==> src/hdl/pcp_pkg.sv <==
// Shared types, constants and helper functions for the player control panel.
`default_nettype none

package pcp_pkg;

	// Width of every tick counter; counters stop at the all-ones value.
	localparam int unsigned TimerWidth = 14;
	localparam logic [TimerWidth-1:0] TimerMax = {TimerWidth{1'b1}};

	// Highest track number the player supports, and the number of equaliser presets.
	localparam int unsigned TrackLimit = 255;
	localparam int unsigned EqPresetCount = 6;

	// Configuration register indexes.
	typedef enum logic [2:0] {
		REG_DEBOUNCE_TICKS   = 3'd0,
		REG_LONG_PRESS_TICKS = 3'd1,
		REG_VOLUME_MIN       = 3'd2,
		REG_VOLUME_MAX       = 3'd3,
		REG_VOLUME_START     = 3'd4,
		REG_TOTAL_TRACKS     = 3'd5
	} cfg_reg_t;

	// Volume loaded at reset.
	localparam logic [4:0] VolumeReset = 5'd15;

	typedef logic [TimerWidth-1:0] timer_t;

	// Saturating increment of a tick counter.
	function automatic timer_t sat_inc(input timer_t v);
		timer_t r;
		r = (v == TimerMax) ? TimerMax : v + timer_t'(1);
		return r;
	endfunction

endpackage

`default_nettype wire

==> src/hdl/pcp_debounce.sv <==
// Debouncer for one active-low push button, with a change timer per button.
`default_nettype none

module pcp_debounce (
	input  wire logic       clk,
	input  wire logic       arst_n,
	input  wire logic       en,
	input  wire logic       level,
	input  wire logic [9:0] debounce_ticks,
	output logic            fire
);

	logic            raw_q;
	logic            stable_q;
	pcp_pkg::timer_t timer_q;
	pcp_pkg::timer_t timer_n;

	// The timer restarts whenever the raw level moves, otherwise it counts up.
	always_comb begin
		if (level != raw_q) begin
			timer_n = '0;
		end else begin
			timer_n = pcp_pkg::sat_inc(timer_q);
		end
	end

	// The stable level follows once the raw level has held long enough.
	assign fire = (timer_n > {4'd0, debounce_ticks}) && (level != stable_q);

	always_ff @(posedge clk or negedge arst_n) begin
		if (!arst_n) begin
			raw_q    <= 1'b1;
			stable_q <= 1'b1;
			timer_q  <= '0;
		end else if (en) begin
			raw_q   <= level;
			timer_q <= timer_n;
			if (fire) begin
				stable_q <= level;
			end
		end
	end

endmodule

`default_nettype wire

==> src/hdl/player_control_panel.sv <==
// Top level of the player control panel: input register, tick logic and result register.
//
//  Channel  Signals                       Direction  Moves
//  in       in_valid / in_stall           to block   one item per millisecond tick
//  out      out_valid / out_stall         from block one result item per tick
//  cfg      cfg_valid / cfg_ready         to block   one register write
//
// An item is captured in the input register, then processed once the result register
// is free, against the player state, which loads together with the result register.
// One item is accepted every clock while in_stall is low.
// in_stall rises only while an item waits in the input register and the result
// register is full and stalled. cfg_ready is always high.
// Reset clears the player state: track 1, playing, volume 15, preset 0.
`default_nettype none

module player_control_panel (
	input  wire logic              clk,
	input  wire logic              arst_n,
	// Input items
	input  wire logic              in_valid,
	output logic                   in_stall,
	input  wire logic signed [7:0] enc_delta,
	input  wire logic              enc_switch_level,
	input  wire logic              next_level,
	input  wire logic              prev_level,
	input  wire logic              track_finished,
	// Result items
	output logic                   out_valid,
	input  wire logic              out_stall,
	output logic [7:0]             track_now,
	output logic [4:0]             volume_now,
	output logic                   playing_now,
	output logic [2:0]             eq_now,
	output logic                   start_track_cmd,
	output logic                   volume_cmd,
	output logic                   eq_cmd,
	output logic                   pause_cmd,
	output logic                   resume_cmd,
	// Configuration writes
	input  wire logic              cfg_valid,
	output logic                   cfg_ready,
	input  wire logic [2:0]        cfg_index,
	input  wire logic [13:0]       cfg_data
);

	// Configuration registers
	logic [9:0]      debounce_ticks_q;
	pcp_pkg::timer_t long_press_ticks_q;
	logic [4:0]      volume_min_q;
	logic [4:0]      volume_max_q;
	logic [7:0]      total_tracks_q;

	// Input register
	logic              valid_s1;
	logic signed [7:0] delta_s1;
	logic              sw_s1;
	logic              next_s1;
	logic              prev_s1;
	logic              fin_s1;

	// Player state, shown directly as the result payload
	logic [7:0]      track_q;
	logic [4:0]      volume_q;
	logic            playing_q;
	logic [2:0]      eq_q;
	pcp_pkg::timer_t hold_q;
	logic            armed_q;
	logic            out_valid_q;
	logic            start_cmd_q;
	logic            vol_cmd_q;
	logic            eq_cmd_q;
	logic            pause_cmd_q;
	logic            resume_cmd_q;

	// Next-state values
	logic            advance;
	logic            sw_fire;
	logic            next_fire;
	logic            prev_fire;
	logic [7:0]      count;
	logic [7:0]      track_a;
	logic [7:0]      track_b;
	logic [7:0]      track_n;
	logic signed [9:0] vol_sum;
	logic [4:0]      volume_n;
	logic            vol_cmd_n;
	pcp_pkg::timer_t hold_n;
	logic            armed_n;
	logic            playing_n;
	logic [2:0]      eq_n;
	logic            eq_cmd_n;
	logic            pause_n;
	logic            resume_n;
	logic            start_n;

	// Pipeline control: the held item moves on when the result register is free.
	assign advance   = valid_s1 && (!out_valid_q || !out_stall);
	assign in_stall  = valid_s1 && !advance;
	assign cfg_ready = 1'b1;

	// Configuration write decode; start volume writes are ignored, reset loads VolumeReset.
	always_ff @(posedge clk or negedge arst_n) begin
		if (!arst_n) begin
			debounce_ticks_q   <= 10'd50;
			long_press_ticks_q <= pcp_pkg::timer_t'(1000);
			volume_min_q       <= 5'd0;
			volume_max_q       <= 5'd30;
			total_tracks_q     <= 8'd1;
		end else if (cfg_valid && cfg_ready) begin
			unique case (pcp_pkg::cfg_reg_t'(cfg_index))
				pcp_pkg::REG_DEBOUNCE_TICKS:   debounce_ticks_q   <= cfg_data[9:0];
				pcp_pkg::REG_LONG_PRESS_TICKS: long_press_ticks_q <= cfg_data;
				pcp_pkg::REG_VOLUME_MIN:       volume_min_q       <= cfg_data[4:0];
				pcp_pkg::REG_VOLUME_MAX:       volume_max_q       <= cfg_data[4:0];
				pcp_pkg::REG_VOLUME_START:     ;
				pcp_pkg::REG_TOTAL_TRACKS:     total_tracks_q     <= cfg_data[7:0];
				default:                       ;
			endcase
		end
	end

	// Input register
	always_ff @(posedge clk or negedge arst_n) begin
		if (!arst_n) begin
			valid_s1 <= 1'b0;
		end else if (!in_stall) begin
			valid_s1 <= in_valid;
		end
	end

	always_ff @(posedge clk) begin
		if (in_valid && !in_stall) begin
			delta_s1 <= enc_delta;
			sw_s1    <= enc_switch_level;
			next_s1  <= next_level;
			prev_s1  <= prev_level;
			fin_s1   <= track_finished;
		end
	end

	// Button debouncers
	pcp_debounce u_sw_deb (
		.clk            (clk),
		.arst_n         (arst_n),
		.en             (advance),
		.level          (sw_s1),
		.debounce_ticks (debounce_ticks_q),
		.fire           (sw_fire)
	);

	pcp_debounce u_next_deb (
		.clk            (clk),
		.arst_n         (arst_n),
		.en             (advance),
		.level          (next_s1),
		.debounce_ticks (debounce_ticks_q),
		.fire           (next_fire)
	);

	pcp_debounce u_prev_deb (
		.clk            (clk),
		.arst_n         (arst_n),
		.en             (advance),
		.level          (prev_s1),
		.debounce_ticks (debounce_ticks_q),
		.fire           (prev_fire)
	);

	// Volume: add the step count, clamp to the maximum and then to the minimum.
	always_comb begin
		vol_sum  = $signed({5'd0, volume_q}) + 10'(delta_s1);
		volume_n = volume_q;
		vol_cmd_n = (delta_s1 != 8'sd0);
		if (vol_cmd_n) begin
			if (vol_sum > $signed({5'd0, volume_max_q})) begin
				volume_n = volume_max_q;
			end else begin
				volume_n = vol_sum[4:0];
			end
			if (vol_sum < $signed({5'd0, volume_min_q}) || volume_n < volume_min_q) begin
				volume_n = volume_min_q;
			end
		end
	end

	// Encoder switch: short press toggles play, long hold steps the equaliser.
	always_comb begin
		hold_n    = armed_q ? pcp_pkg::sat_inc(hold_q) : hold_q;
		armed_n   = armed_q;
		playing_n = playing_q;
		pause_n   = 1'b0;
		resume_n  = 1'b0;
		eq_n      = eq_q;
		eq_cmd_n  = 1'b0;
		if (sw_fire) begin
			if (!sw_s1) begin
				hold_n  = '0;
				armed_n = 1'b1;
			end else begin
				if (armed_q) begin
					playing_n = !playing_q;
					pause_n   = playing_q;
					resume_n  = !playing_q;
				end
				armed_n = 1'b0;
			end
		end
		if (armed_n && !sw_s1 && hold_n >= long_press_ticks_q) begin
			armed_n  = 1'b0;
			eq_cmd_n = 1'b1;
			if ({1'b0, eq_q} + 4'd1 >= 4'(pcp_pkg::EqPresetCount)) begin
				eq_n = 3'd0;
			end else begin
				eq_n = eq_q + 3'd1;
			end
		end
	end

	// Track stepping: next, then previous, then track finished, each with wrap.
	always_comb begin
		count = (total_tracks_q == 8'd0) ? 8'd1 : total_tracks_q;
		if (16'(count) > 16'(pcp_pkg::TrackLimit)) begin
			count = 8'(pcp_pkg::TrackLimit);
		end
		track_a = track_q;
		if (next_fire && !next_s1) begin
			track_a = (track_q >= count) ? 8'd1 : track_q + 8'd1;
		end
		track_b = track_a;
		if (prev_fire && !prev_s1) begin
			track_b = (track_a <= 8'd1 || track_a > count) ? count : track_a - 8'd1;
		end
		track_n = track_b;
		if (fin_s1) begin
			track_n = (track_b >= count) ? 8'd1 : track_b + 8'd1;
		end
		start_n = (next_fire && !next_s1) || (prev_fire && !prev_s1) || fin_s1;
	end

	// Player state and result register
	always_ff @(posedge clk or negedge arst_n) begin
		if (!arst_n) begin
			out_valid_q  <= 1'b0;
			track_q      <= 8'd1;
			volume_q     <= pcp_pkg::VolumeReset;
			playing_q    <= 1'b1;
			eq_q         <= 3'd0;
			hold_q       <= '0;
			armed_q      <= 1'b0;
			start_cmd_q  <= 1'b0;
			vol_cmd_q    <= 1'b0;
			eq_cmd_q     <= 1'b0;
			pause_cmd_q  <= 1'b0;
			resume_cmd_q <= 1'b0;
		end else begin
			if (out_valid_q && !out_stall) begin
				out_valid_q <= 1'b0;
			end
			if (advance) begin
				out_valid_q  <= 1'b1;
				track_q      <= track_n;
				volume_q     <= volume_n;
				playing_q    <= playing_n || start_n;
				eq_q         <= eq_n;
				hold_q       <= hold_n;
				armed_q      <= armed_n;
				start_cmd_q  <= start_n;
				vol_cmd_q    <= vol_cmd_n;
				eq_cmd_q     <= eq_cmd_n;
				pause_cmd_q  <= pause_n;
				resume_cmd_q <= resume_n;
			end
		end
	end

	assign out_valid       = out_valid_q;
	assign track_now       = track_q;
	assign volume_now      = volume_q;
	assign playing_now     = playing_q;
	assign eq_now          = eq_q;
	assign start_track_cmd = start_cmd_q;
	assign volume_cmd      = vol_cmd_q;
	assign eq_cmd          = eq_cmd_q;
	assign pause_cmd       = pause_cmd_q;
	assign resume_cmd      = resume_cmd_q;

	// The held item never waits while the result register is empty.
	a_no_stall_when_empty: assert property (@(posedge clk) disable iff (!arst_n)
		!out_valid_q |-> !in_stall)
		else $error("input stalled with an empty result register");

	// A short press either pauses or resumes, never both.
	a_pause_resume_excl: assert property (@(posedge clk) disable iff (!arst_n)
		out_valid_q |-> !(pause_cmd_q && resume_cmd_q))
		else $error("pause and resume in the same item");

	// A pause shows the player stopped unless a track was started in the same tick.
	a_pause_state: assert property (@(posedge clk) disable iff (!arst_n)
		(out_valid_q && pause_cmd_q && !start_cmd_q) |-> !playing_q)
		else $error("pause reported while still playing");

	// The equaliser index stays below the preset count and the track is never zero.
	a_state_range: assert property (@(posedge clk) disable iff (!arst_n)
		out_valid_q |-> (({1'b0, eq_q} < 4'(pcp_pkg::EqPresetCount)) && (track_q != 8'd0)))
		else $error("player state out of range");

	// Player state only moves when an item is processed.
	a_state_hold: assert property (@(posedge clk) disable iff (!arst_n)
		!$past(advance) |-> ($stable(track_q) && $stable(eq_q) && $stable(volume_q)))
		else $error("player state changed without an item");

endmodule

`default_nettype wire

==> config.mk <==
export PLATFORM = sky130hd
export DESIGN_NAME = player_control_panel
export DESIGN_NICKNAME = d
export VERILOG_FILES = /design/src/hdl/pcp_pkg.sv /design/src/hdl/pcp_debounce.sv /design/src/hdl/player_control_panel.sv
export SDC_FILE = /design/constraint.sdc
export NUM_CORES = 1
export LEC_CHECK = 0
export CORE_MARGIN = 3
export CORE_UTILIZATION = 55
export CTS_CLUSTER_DIAMETER = 200
export DETAILED_ROUTE_END_ITERATION = 7
export DONT_BUFFER_PORTS = 1
export GPL_TIMING_DRIVEN = 0
export PLACE_DENSITY = 0.74
export SLEW_MARGIN = 15
export SYNTH_ARGS = -nofsm -noshare
export SYNTH_HDL_FRONTEND = slang
export SYNTH_SLANG_ARGS = --single-unit
==> constraint.sdc <==
create_clock -name clk -period 8.5 [get_ports clk]
set_input_delay 0.85 -clock clk [delete_from_list [all_inputs] [get_ports clk]]
set_output_delay 0.85 -clock clk [all_outputs]
set_load 0.02 [all_outputs]
; Word-level counts from Yosys, hierarchy flattened
; Cells that the tools add are included.
[word_totals]
reg_bits = 141
latch_bits = 0
mem_bits_rw = 0
mem_bits_ro = 0
in_bits = 34
output_inout_bits = 25
wordCells = 143
memories = 0
[classes]
n_addsub = 10
multipliers = 0
div = 0
order_cmp = 12
eq_ne = 14
n_shift = 0
muxes = 36
n_bitwise = 0
n_reduce_logical = 39
[op_table]
columns = cell, n
row1 = 14-bit 2-to-1 mux, 10
row2 = "14-bit by 1-bit adder with 14-bit output, second input constant", 4
row3 = "14-bit equality test, second input constant", 4
row4 = 8-bit 2-to-1 mux, 7
row5 = 14-bit by 10-bit > comparator with 1-bit output, 3
row6 = 2-bit AND reduction, 10
row7 = "8-bit by 1-bit adder with 8-bit output, second input constant", 2
row8 = 8-bit >= comparator, 2
row9 = 1-bit 2-to-1 mux, 15
row10 = 5-bit 2-to-1 mux, 3
row11 = 14-bit >= comparator, 1
row12 = 1-bit logical AND, 11
row13 = 6-bit by 8-bit adder with 9-bit output, 1
row14 = 9-bit by 6-bit > comparator with 1-bit output, 1
row15 = 9-bit by 6-bit less-than comparator with 1-bit output, 1
row16 = 8-bit > comparator, 1
row17 = "8-bit by 1-bit <= comparator with 1-bit output, second input constant", 1
row18 = 1-bit zero test, 8
row19 = 8-bit zero test, 1
row20 = 8-bit nonzero test, 1
row21 = "8-bit by 1-bit subtractor with 8-bit output, second input constant", 1
row22 = "3-bit by 2-bit equality test with 1-bit output, second input constant", 2
row23 = 1-bit logical OR, 6
row24 = 1-bit != test, 6
row25 = 9 further kinds, 9

; Longest topological paths before layout
; Gate-level depths: netlist of run 1.
[logic_depth]
word_depth = 14
ltp_mapped = 42
depth_no_buf = 41

; Hierarchy
; A second synthesis of run 1 with hierarchy kept.
[unflattened]
cells_unflattened = 1087
area_unflattened_um2 = 10412.5
[modules_own_cells]
columns = mod, n_inst, cells_per_inst, area_per_inst_um2, seq_area_each_um2
row1 = player_control_panel, 1, 667, 6535.0, 2412.3
row2 = pcp_debounce, 3, 140, 1292.5, 402.9

; Least setup slack after synthesis of run 1
; OpenSTA, ideal clock, no wires.
[synth_path]
kind = reg-to-reg
from = reg u_next_deb.timer_q[0]
to = reg track_q[7], in the netlist track_now[7]
t_arrival_ns = 6.998
path_slack_ns = 1.436
path_stages_with_launch = 42
path_buffers = 2
period_less_slack_ns = 7.064
cell_sequence = dfrtp_1 ha_1 nand3_2 nor3_1 nand3_1 clkbuf_1 a21oi_1 ha_1 a21oi_1 nand2_1 a31oi_1 a21oi_1 or2_4 a22oi_2 inv_2 ha_1 a21oi_1 nor2b_1 [... 6 more ...] a21o_4 nand2_1 o21ai_0 o21ai_0 inv_1 ha_1 nand2b_1 a21oi_1 nor2b_1 o21ai_0 nand2b_1 a21oi_1 nor2b_1 o21ai_0 nand2b_1 a21o_1 a21oi_1 a22o_1
[synth_via]
elab_chain_len = 14
[synth_lines]
columns = item, line
row1 = from (decl), pcp_debounce.sv:15  ; pcp_pkg::timer_t timer_q;
row2 = from (signal assigned), pcp_debounce.sv:37  ; timer_q <= timer_n;
row3 = 14-bit by 1-bit adder with 14-bit output or 14-bit equality test (tied branches), pcp_pkg.sv:32  ; r = (v == TimerMax) ? TimerMax : v + timer_t'(1);
row4 = 14-bit 2-to-1 mux (*), pcp_pkg.sv:32
row5 = 14-bit 2-to-1 mux (*), pcp_debounce.sv:20  ; if (level != raw_q) begin
row6 = named net u_next_deb.timer_n[4], pcp_debounce.sv:16  ; pcp_pkg::timer_t timer_n;
row7 = 14-bit by 10-bit > comparator with 1-bit output (*), pcp_debounce.sv:28  ; assign fire = (timer_n > {4'd0, debounce_ticks}) && (level != stable_q);
row8 = 1-bit logical AND (*), pcp_debounce.sv:28
row9 = 1-bit logical AND (*), player_control_panel.sv:226  ; if (next_fire && !next_s1) begin
row10 = 8-bit 2-to-1 mux (*), player_control_panel.sv:226
row11 = 8-bit by 1-bit <= comparator with 1-bit output or 8-bit > comparator (tied branches), player_control_panel.sv:231  ; track_b = (track_a <= 8'd1 || track_a > count) ? count : track_a - 8'd1;
row12 = 1-bit logical OR, player_control_panel.sv:231
row13 = 8-bit 2-to-1 mux, player_control_panel.sv:231
row14 = 8-bit 2-to-1 mux (*), player_control_panel.sv:230  ; if (prev_fire && !prev_s1) begin
row15 = 8-bit by 1-bit adder with 8-bit output or 8-bit >= comparator (tied branches), player_control_panel.sv:235  ; track_n = (track_b >= count) ? 8'd1 : track_b + 8'd1;
row16 = 8-bit 2-to-1 mux, player_control_panel.sv:235
row17 = 8-bit 2-to-1 mux (*), player_control_panel.sv:234  ; if (fin_s1) begin
row18 = to (signal assigned), player_control_panel.sv:261  ; track_q <= track_n;
row19 = to (decl), player_control_panel.sv:62  ; logic [7:0] track_q;
; Mark *: on every way through the listed nets, which the timed path passes. The rest lies on a longest branch.
; A chain may end at the register's enable or synchronous reset.

; Final worst setup path of run 1
[layout_path]
from = reg u_next_deb.timer_q[0]
to = reg track_q[3], in the netlist track_now[3]
; Same word-level chain as after synthesis.

==> results of run 1 <==
==> area by class of cell <==
class | instances | area, um^2
repair buffers | 1 | 7.51
plain buffers | 41 | 161
well taps | 229 | 287
fillers | 1569 | 6980
clock buffers | 21 | 460
flip-flops and latches | 141 | 3620
multi-input cells | 858 | 6110
clock inverters | 11 | 96.3
inverters | 80 | 300
==> worst paths after layout <==
path,start,end,slack (ps),depth (start not counted)
setup / recovery,u_next_deb.timer_q[0],track_now[3],500,42
setup reg to reg,u_next_deb.timer_q[0],track_now[3],500,42
max in group asynchronous,arst_n,long_press_ticks_q[9],8020,0
min in group clk,u_sw_deb.raw_q,u_sw_deb.raw_q,480,2
hold / removal,arst_n,track_now[3],120,0
hold reg to reg,u_sw_deb.raw_q,u_sw_deb.raw_q,480,2
==> power by group through the flow <==
stage	Sequential [mW]	Clock (mW)	Combinational, mW
3_3_place_gp	0.951	0	0.976
6_report	0.946	0.706	1.03
5_1_grt	0.963	0.745	1.17
4_1_cts	0.944	0.713	1.02
2_1_floorplan	0.920	0	0.795
3_5_place_dp	0.955	0	1.00
==> routing by layer <==
metal  track usage, %  vias up  wire [um]
li1                 -     4086          -
met1             34.7     4132      11500
met2             41.2      272      11700
met3             5.19       51       1510
met4             7.47        0        630
met5                0        -          0
==> cell usage in the layout (no fill, tap or decap), types with 5 or more instances in the layout <==
cell type,Yosys,final
nand2_1,119,119
dfrtp_1,103,103
a21oi_1,101,99
ha_1,95,95
inv_1,78,78
o21ai_0,80,77
nor2_1,58,58
mux2_2,46,46
clkbuf_1,35,36
nand3_1,34,34
xnor2_1,26,26
dfstp_2,26,26
xor2_1,22,21
and3_1,19,19
nand2b_1,19,19
nand4_1,18,18
a31oi_1,19,18
clkbuf_16,0,17
a21o_1,14,14
mux2i_1,12,12
edfxtp_1,12,12
nor3_1,12,11
o22a_1,11,11
nor2b_1,10,10
and2_1,9,9
nor4_1,9,8
o21a_1,8,8
a211oi_1,7,7
or2_2,7,7
a22o_1,6,6
o21ai_1,3,5
or3_1,5,5
o31ai_1,5,5
inv_6,0,5
==> cell families (layout without fill, tap and decap cells) <==
group / count (synthesis) / after routing / synth area share (%)
AO/OA/AOI/OAI: 310 / 310 / 19.6
XOR/XNOR: 48 / 48 / 4.15
adder cells (fa/ha/maj): 96 / 96 / 11.9
buffers and inverters: 121 / 154 / 4.54
flip-flops: 141 / 141 / 35.7
multiplexers: 58 / 58 / 6.30
other: 1 / 1 / 0.0370
AND/OR/NAND/NOR: 345 / 345 / 17.7
==> Yosys cell counts, drive strengths merged, types with 13 or more instances <==
master / count
dfrtp: 103
nor2: 58
nand3: 36
nor3: 14
nand4: 20
nand2: 120
inv: 80
dfstp: 26
clkbuf: 35
mux2: 46
nor4: 13
a21o: 15
nand2b: 19
ha: 95
xnor2: 26
and3: 19
xor2: 22
a21oi: 102
o21ai: 83
a31oi: 19
==> flip-flops by register name, summed over array words and instances (netlist names), 3 cells and up <==
name and cells:
hold_q 14, long_press_ticks_q 14, u_next_deb.timer_q 14, u_prev_deb.timer_q 14
u_sw_deb.timer_q 14, debounce_ticks_q 10, delta_s1 8, total_tracks_q 8
track_now 8, volume_max_q 5, volume_min_q 5, volume_now 5
eq_now 3
==> metrics by stage <==
stage | power [mW] | hold slack (ps) | std cells
final | 2.68 | 123 | 1382
after global routing | 2.87 | 98.6 | 1382
after CTS | 2.68 | 109 | 1381
after detailed placement | 1.96 | 466 | 1349
after global placement | 1.93 | 454 | 1349
after floorplan | 1.72 | 446 | 1120
==> timing repair <==
action | in CTS | in global routing
setup endpoints to repair | 6 | 8
resized for setup | 3 | 15
buffers inserted | 0 | 1
pin swaps | 0 | 1
==> flow_summary_export.csv, run 1 <==
group,metric,value,unit
global_route,first_global_vias,8146,
place,placed_area,10400,um^2
place,preCtsSetupSlack,-133,ps
global_route,antenna_found_initial,0,
logic_synthesis,synth_area_per_cell,9.05,um^2
setup_path,cp_max_fo,10,
logic_synthesis,ys_seq_area_share,35.7,%
floorplan,die_y,142,um
timing,slew_headroom,30.0,%
setup_path,cp_slowest_stage_delay,430,ps
clock_tree,path_clk_slew,60,ps
global_route,track_usage,25.4,%
logic_synthesis,yosysWarnings,0,
routing,wl_per_cell,18.3,um
power,p_sw_share,38.7,%
logic_synthesis,syn_area,10100,um^2
place,port_buffers,0,
power,comb_power_share,38.4,%
timing,fin_crit,8000,ps
clock_tree,cts_buffers,17,
power,power_density,243,nW/um^2
logic_synthesis,synthesis.nets,1250,
clock_tree,cts_max_level,4,
global_route,globalRoute.totalOverflow,0,
logic_synthesis,synth-edff-count,12,
timing,setup_viol,0,
power,internal-power,1.65,mW
layout,finish.utilization,61.3,%
power,irDropWorstVdd,0.216,mV
clock_tree,clkLatencyLatePin,430,ps
floorplan,die_area,20100,um^2
floorplan,chipWidth,142,um
outcome,status,"complete, no violations",
setup_path,end_kind,"flip-flop",
logic_synthesis,ys_types,85,
timing,fin_setup_tns,0,ps
timing,slew_violations,0,
timing,worstMarginPinSlew,1040,ps
setup_path,critPathRequiredTime,8840,ps
logic_synthesis,async_reset_ff_share,91.5,%
power,pwr-share-seq,35.2,%
routing,viasPerCell,6.18,
routing,num_vias,8541,
setup_path,worst_ep_arrival_time,8340,ps
floorplan,ioPinCount,59,
layout,stdcell_area,11000,um^2
clock_tree,clk_path_buf_depth,2,
setup_path,crit_family,"compound AO/OA/AOI/OAI gates",
clock_tree,cts_tree,"done",
clock_tree,clockRootBuffer,"clkbuf_16",
run,cap_violations,0,
setup_path,critPathSlowestCell,"dfrtp_1",
routing,ant_nets,0,
power,leakage,4.97,nW
power,power_frac_clock,26.3,%
logic_synthesis,yosys-top-cells-area,"dfrtp_1 25%, ha_1 12%, dfstp_2 6.7%",
clock_tree,numClockSinks,141,
place,gp_congestion,0.882,
setup_path,criticalPathCategory,"reg -> reg",
setup_path,startpoint_type,"flip-flop",
timing,fmax,125,MHz
timing,hold_viol_final,0,
worst_hold_path,hold_path_class,"in -> async",
global_route,grt_pass1_wl,40800,um
routing,drtPass1Iterations,5,
layout,n_antenna_cell,0,
routing,wirelength,25300,um
clock_tree,cts_hold_buf,0,
place,dp.final_hpwl,18500,um
layout,nets,1270,
routing,drtIter0Drc,577,
floorplan,placementRows,49,
floorplan,core,18000,um^2
logic_synthesis,netlist_instances,1120,
setup_path,cp_num_buf_inv,4,
power,netSwitchingPower,1.04,mW
timing,clock_skew,7.23,ps
global_route,grt_max_degree,130,
layout,drive_gt1_share,13.3,%
floorplan,start_util,56.2,%
timing,finalCritPeriodShare,94.1,%
layout,area_growth,9.01,%
timing,setup_ws,499,ps
logic_synthesis,synth_seq_cells,141,
logic_synthesis,synth_top_area_share,25.4,%
logic_synthesis,ys.flop_type,"dfrtp_1",
logic_synthesis,yosys.area.top_type,"dfrtp_1",
routing,post-route-drc-count,0,
Power figures use the tool's default switching activity.
==> run 2, diff against run 1 <==
--- a/config.mk
+++ b/config.mk
@@ -6,12 +6,12 @@
 export NUM_CORES = 1
 export LEC_CHECK = 0
 export CORE_MARGIN = 3
-export CORE_UTILIZATION = 55
+export CORE_UTILIZATION = 51
 export CTS_CLUSTER_DIAMETER = 200
 export DETAILED_ROUTE_END_ITERATION = 7
 export DONT_BUFFER_PORTS = 1
 export GPL_TIMING_DRIVEN = 0
-export PLACE_DENSITY = 0.74
+export PLACE_DENSITY = 0.7
 export SLEW_MARGIN = 15
 export SYNTH_ARGS = -nofsm -noshare
 export SYNTH_HDL_FRONTEND = slang
==> flow_summary_export.csv, run 2 (same netlist as run 1, synthesis figures left out) <==
group,metric,value,unit
outcome,status,"complete, no violations",
clock_tree,cts_tree,"done",
timing,finalCritPeriodShare,94.1,%
global_route,track_usage,24.4,%
layout,drive_gt1_share,13.6,%
clock_tree,clkLatencyLatePin,430,ps
global_route,first_global_vias,8019,
floorplan,ioPinCount,59,
layout,layout_common_cells,"119 x nand2_1, 103 x dfrtp_1, 98 x a21oi_1, 95 x ha_1, 78 x inv_1",
layout,area_growth,9.69,%
clock_tree,cts_hold_buf,0,
setup_path,r2r-start,"u_next_deb.timer_q[0]",
floorplan,die_y,147,um
timing,fmax,125,MHz
power,irDropWorstVdd,0.212,mV
place,port_buffers,0,
worst_hold_path,hold_path_class,"in -> async",
routing,wirelength,26200,um
routing,drtIter0Drc,698,
clock_tree,numClockSinks,141,
floorplan,chipWidth,147,um
timing,clock_skew,7.16,ps
layout,n_antenna_cell,0,
routing,num_vias,8519,
setup_path,worst_ep_arrival_time,8340,ps
setup_path,r2r_end,"track_now[3]",
place,dp_cells,1380,
setup_path,startpoint_type,"flip-flop",
setup_path,end_kind,"flip-flop",
timing,worstMarginPinSlew,1130,ps
timing,setup_viol,0,
layout,final_common_cell,"nand2_1",
floorplan,placementRows,50,
setup_path,critPathSlowestCell,"dfrtp_1",
routing,wl_per_cell,18.5,um
power,leakage,4.97,nW
setup_path,cp_slowest_stage_delay,440,ps
timing,fin_crit,8000,ps
routing,drtPass1Iterations,7,
clock_tree,clk_path_buf_depth,2,
timing,slew_headroom,24.6,%
setup_path,cp_max_fo,10,
setup_path,crit_top_cell,"o21ai_0",
global_route,globalRoute.totalOverflow,0,
timing,holdWs,125,ps
place,gp_congestion,0.902,
place,preCtsSetupSlack,-127,ps
layout,stdcell_area,11100,um^2
clock_tree,cts_max_level,4,
layout,fillers,1687,
timing,hold_viol_final,0,
global_route,grt_max_degree,130,
routing,ant_nets,0,
layout,nets,1269,
floorplan,start_util,53.1,%
floorplan,core,19100,um^2
run,cap_violations,0,
clock_tree,clockRootBuffer,"clkbuf_16",
layout,multi_input_area,6160,um^2
layout,register_area,3620,um^2
clock_tree,cts_buffers,17,
layout,finish.utilization,58.3,%
timing,slew_violations,0,
place,dp.final_hpwl,18800,um
setup_path,r2r_cells,42,
floorplan,die_area,21600,um^2
setup_path,critPathRequiredTime,8840,ps
layout,stdcell_count,1412,
global_route,antenna_found_initial,0,
setup_path,criticalPathCategory,"reg -> reg",
timing,setup_ws,504,ps
routing,viasPerCell,6.03,
setup_path,rrSetupSlack,500,ps
routing,post-route-drc-count,0,
place,placed_area,10500,um^2
global_route,grt_pass1_wl,42300,um
power,power_density,242,nW/um^2
clock_tree,path_clk_slew,70,ps
-- run 2: cell count changes in the layout (fill, tap and decap cells not counted), sizes merged --
cell,before,now
clkinv,4,5
clkbuf,55,53
clkinvlp,0,1
buf,8,7
-- run 2: cell type report --
class,count,area share (%)
Multi-Input combinational cell,858,55.4
Sequential cell,141,32.6
Clock buffer,19,3.98
Tap cell,260,2.93
Inverter,80,2.70
Buffer,41,1.46
Clock inverter,13,0.923
-- run 2: metrics by stage --
stage | TNS [ps] | total power [mW]
3_3_place_gp | -0.507 | 1.93
4_1_cts | 0 | 2.67
2_1_floorplan | 0 | 1.72
3_5_place_dp | -443 | 1.96
6_report | 0 | 2.69
5_1_grt | -421 | 2.88
-- run 2: what timing repair did --
action                     in CTS  in global routing
resized for setup               3                 24
pin swaps                       0                  1
setup endpoints to repair       6                  8
setup buffers                   0                  0
-- run 2: critical path, delay by kind of cell (launching register included) --
family                     cells  cell delay, ps
buffers and inverters          4             600
DFF                            1             440
AOI/OAI and AO/OA             15            2760
adders and majority gates      4            1110
and+or+nand+nor               19            2960
-- run 2: layer usage --
layer	vias up	wire length, um	GRT usage (%)
li1	4084	-	-
met4	0	412	5.68
met1	4133	11800	34.2
met5	-	0	0
met2	268	12100	38.6
met3	34	1810	5.49
-- run 2: how the worst max path moves through the flow --
| stage | slack [ps] | to | start |
|---|---|---|---|
| CTS | 40 | track_now[3] | u_next_deb.timer_q[0] |
| finish | 500 | track_now[3] | u_next_deb.timer_q[0] |
| global route | -80 | track_now[3] | u_next_deb.timer_q[0] |
| global placement | -0.5 | track_now[3] | u_next_deb.timer_q[0] |
| detailed placement | -130 | track_now[3] | u_next_deb.timer_q[0] |
| floorplan | 1440 | track_now[7] | u_next_deb.timer_q[0] |
-- run 2: power breakdown --
| part | switching (mW) | internal [mW] |
|---|---|---|
| registers | 0.143 | 0.806 |
| clock network | 0.315 | 0.387 |
| logic | 0.594 | 0.445 |
| total | 1.05 | 1.64 |
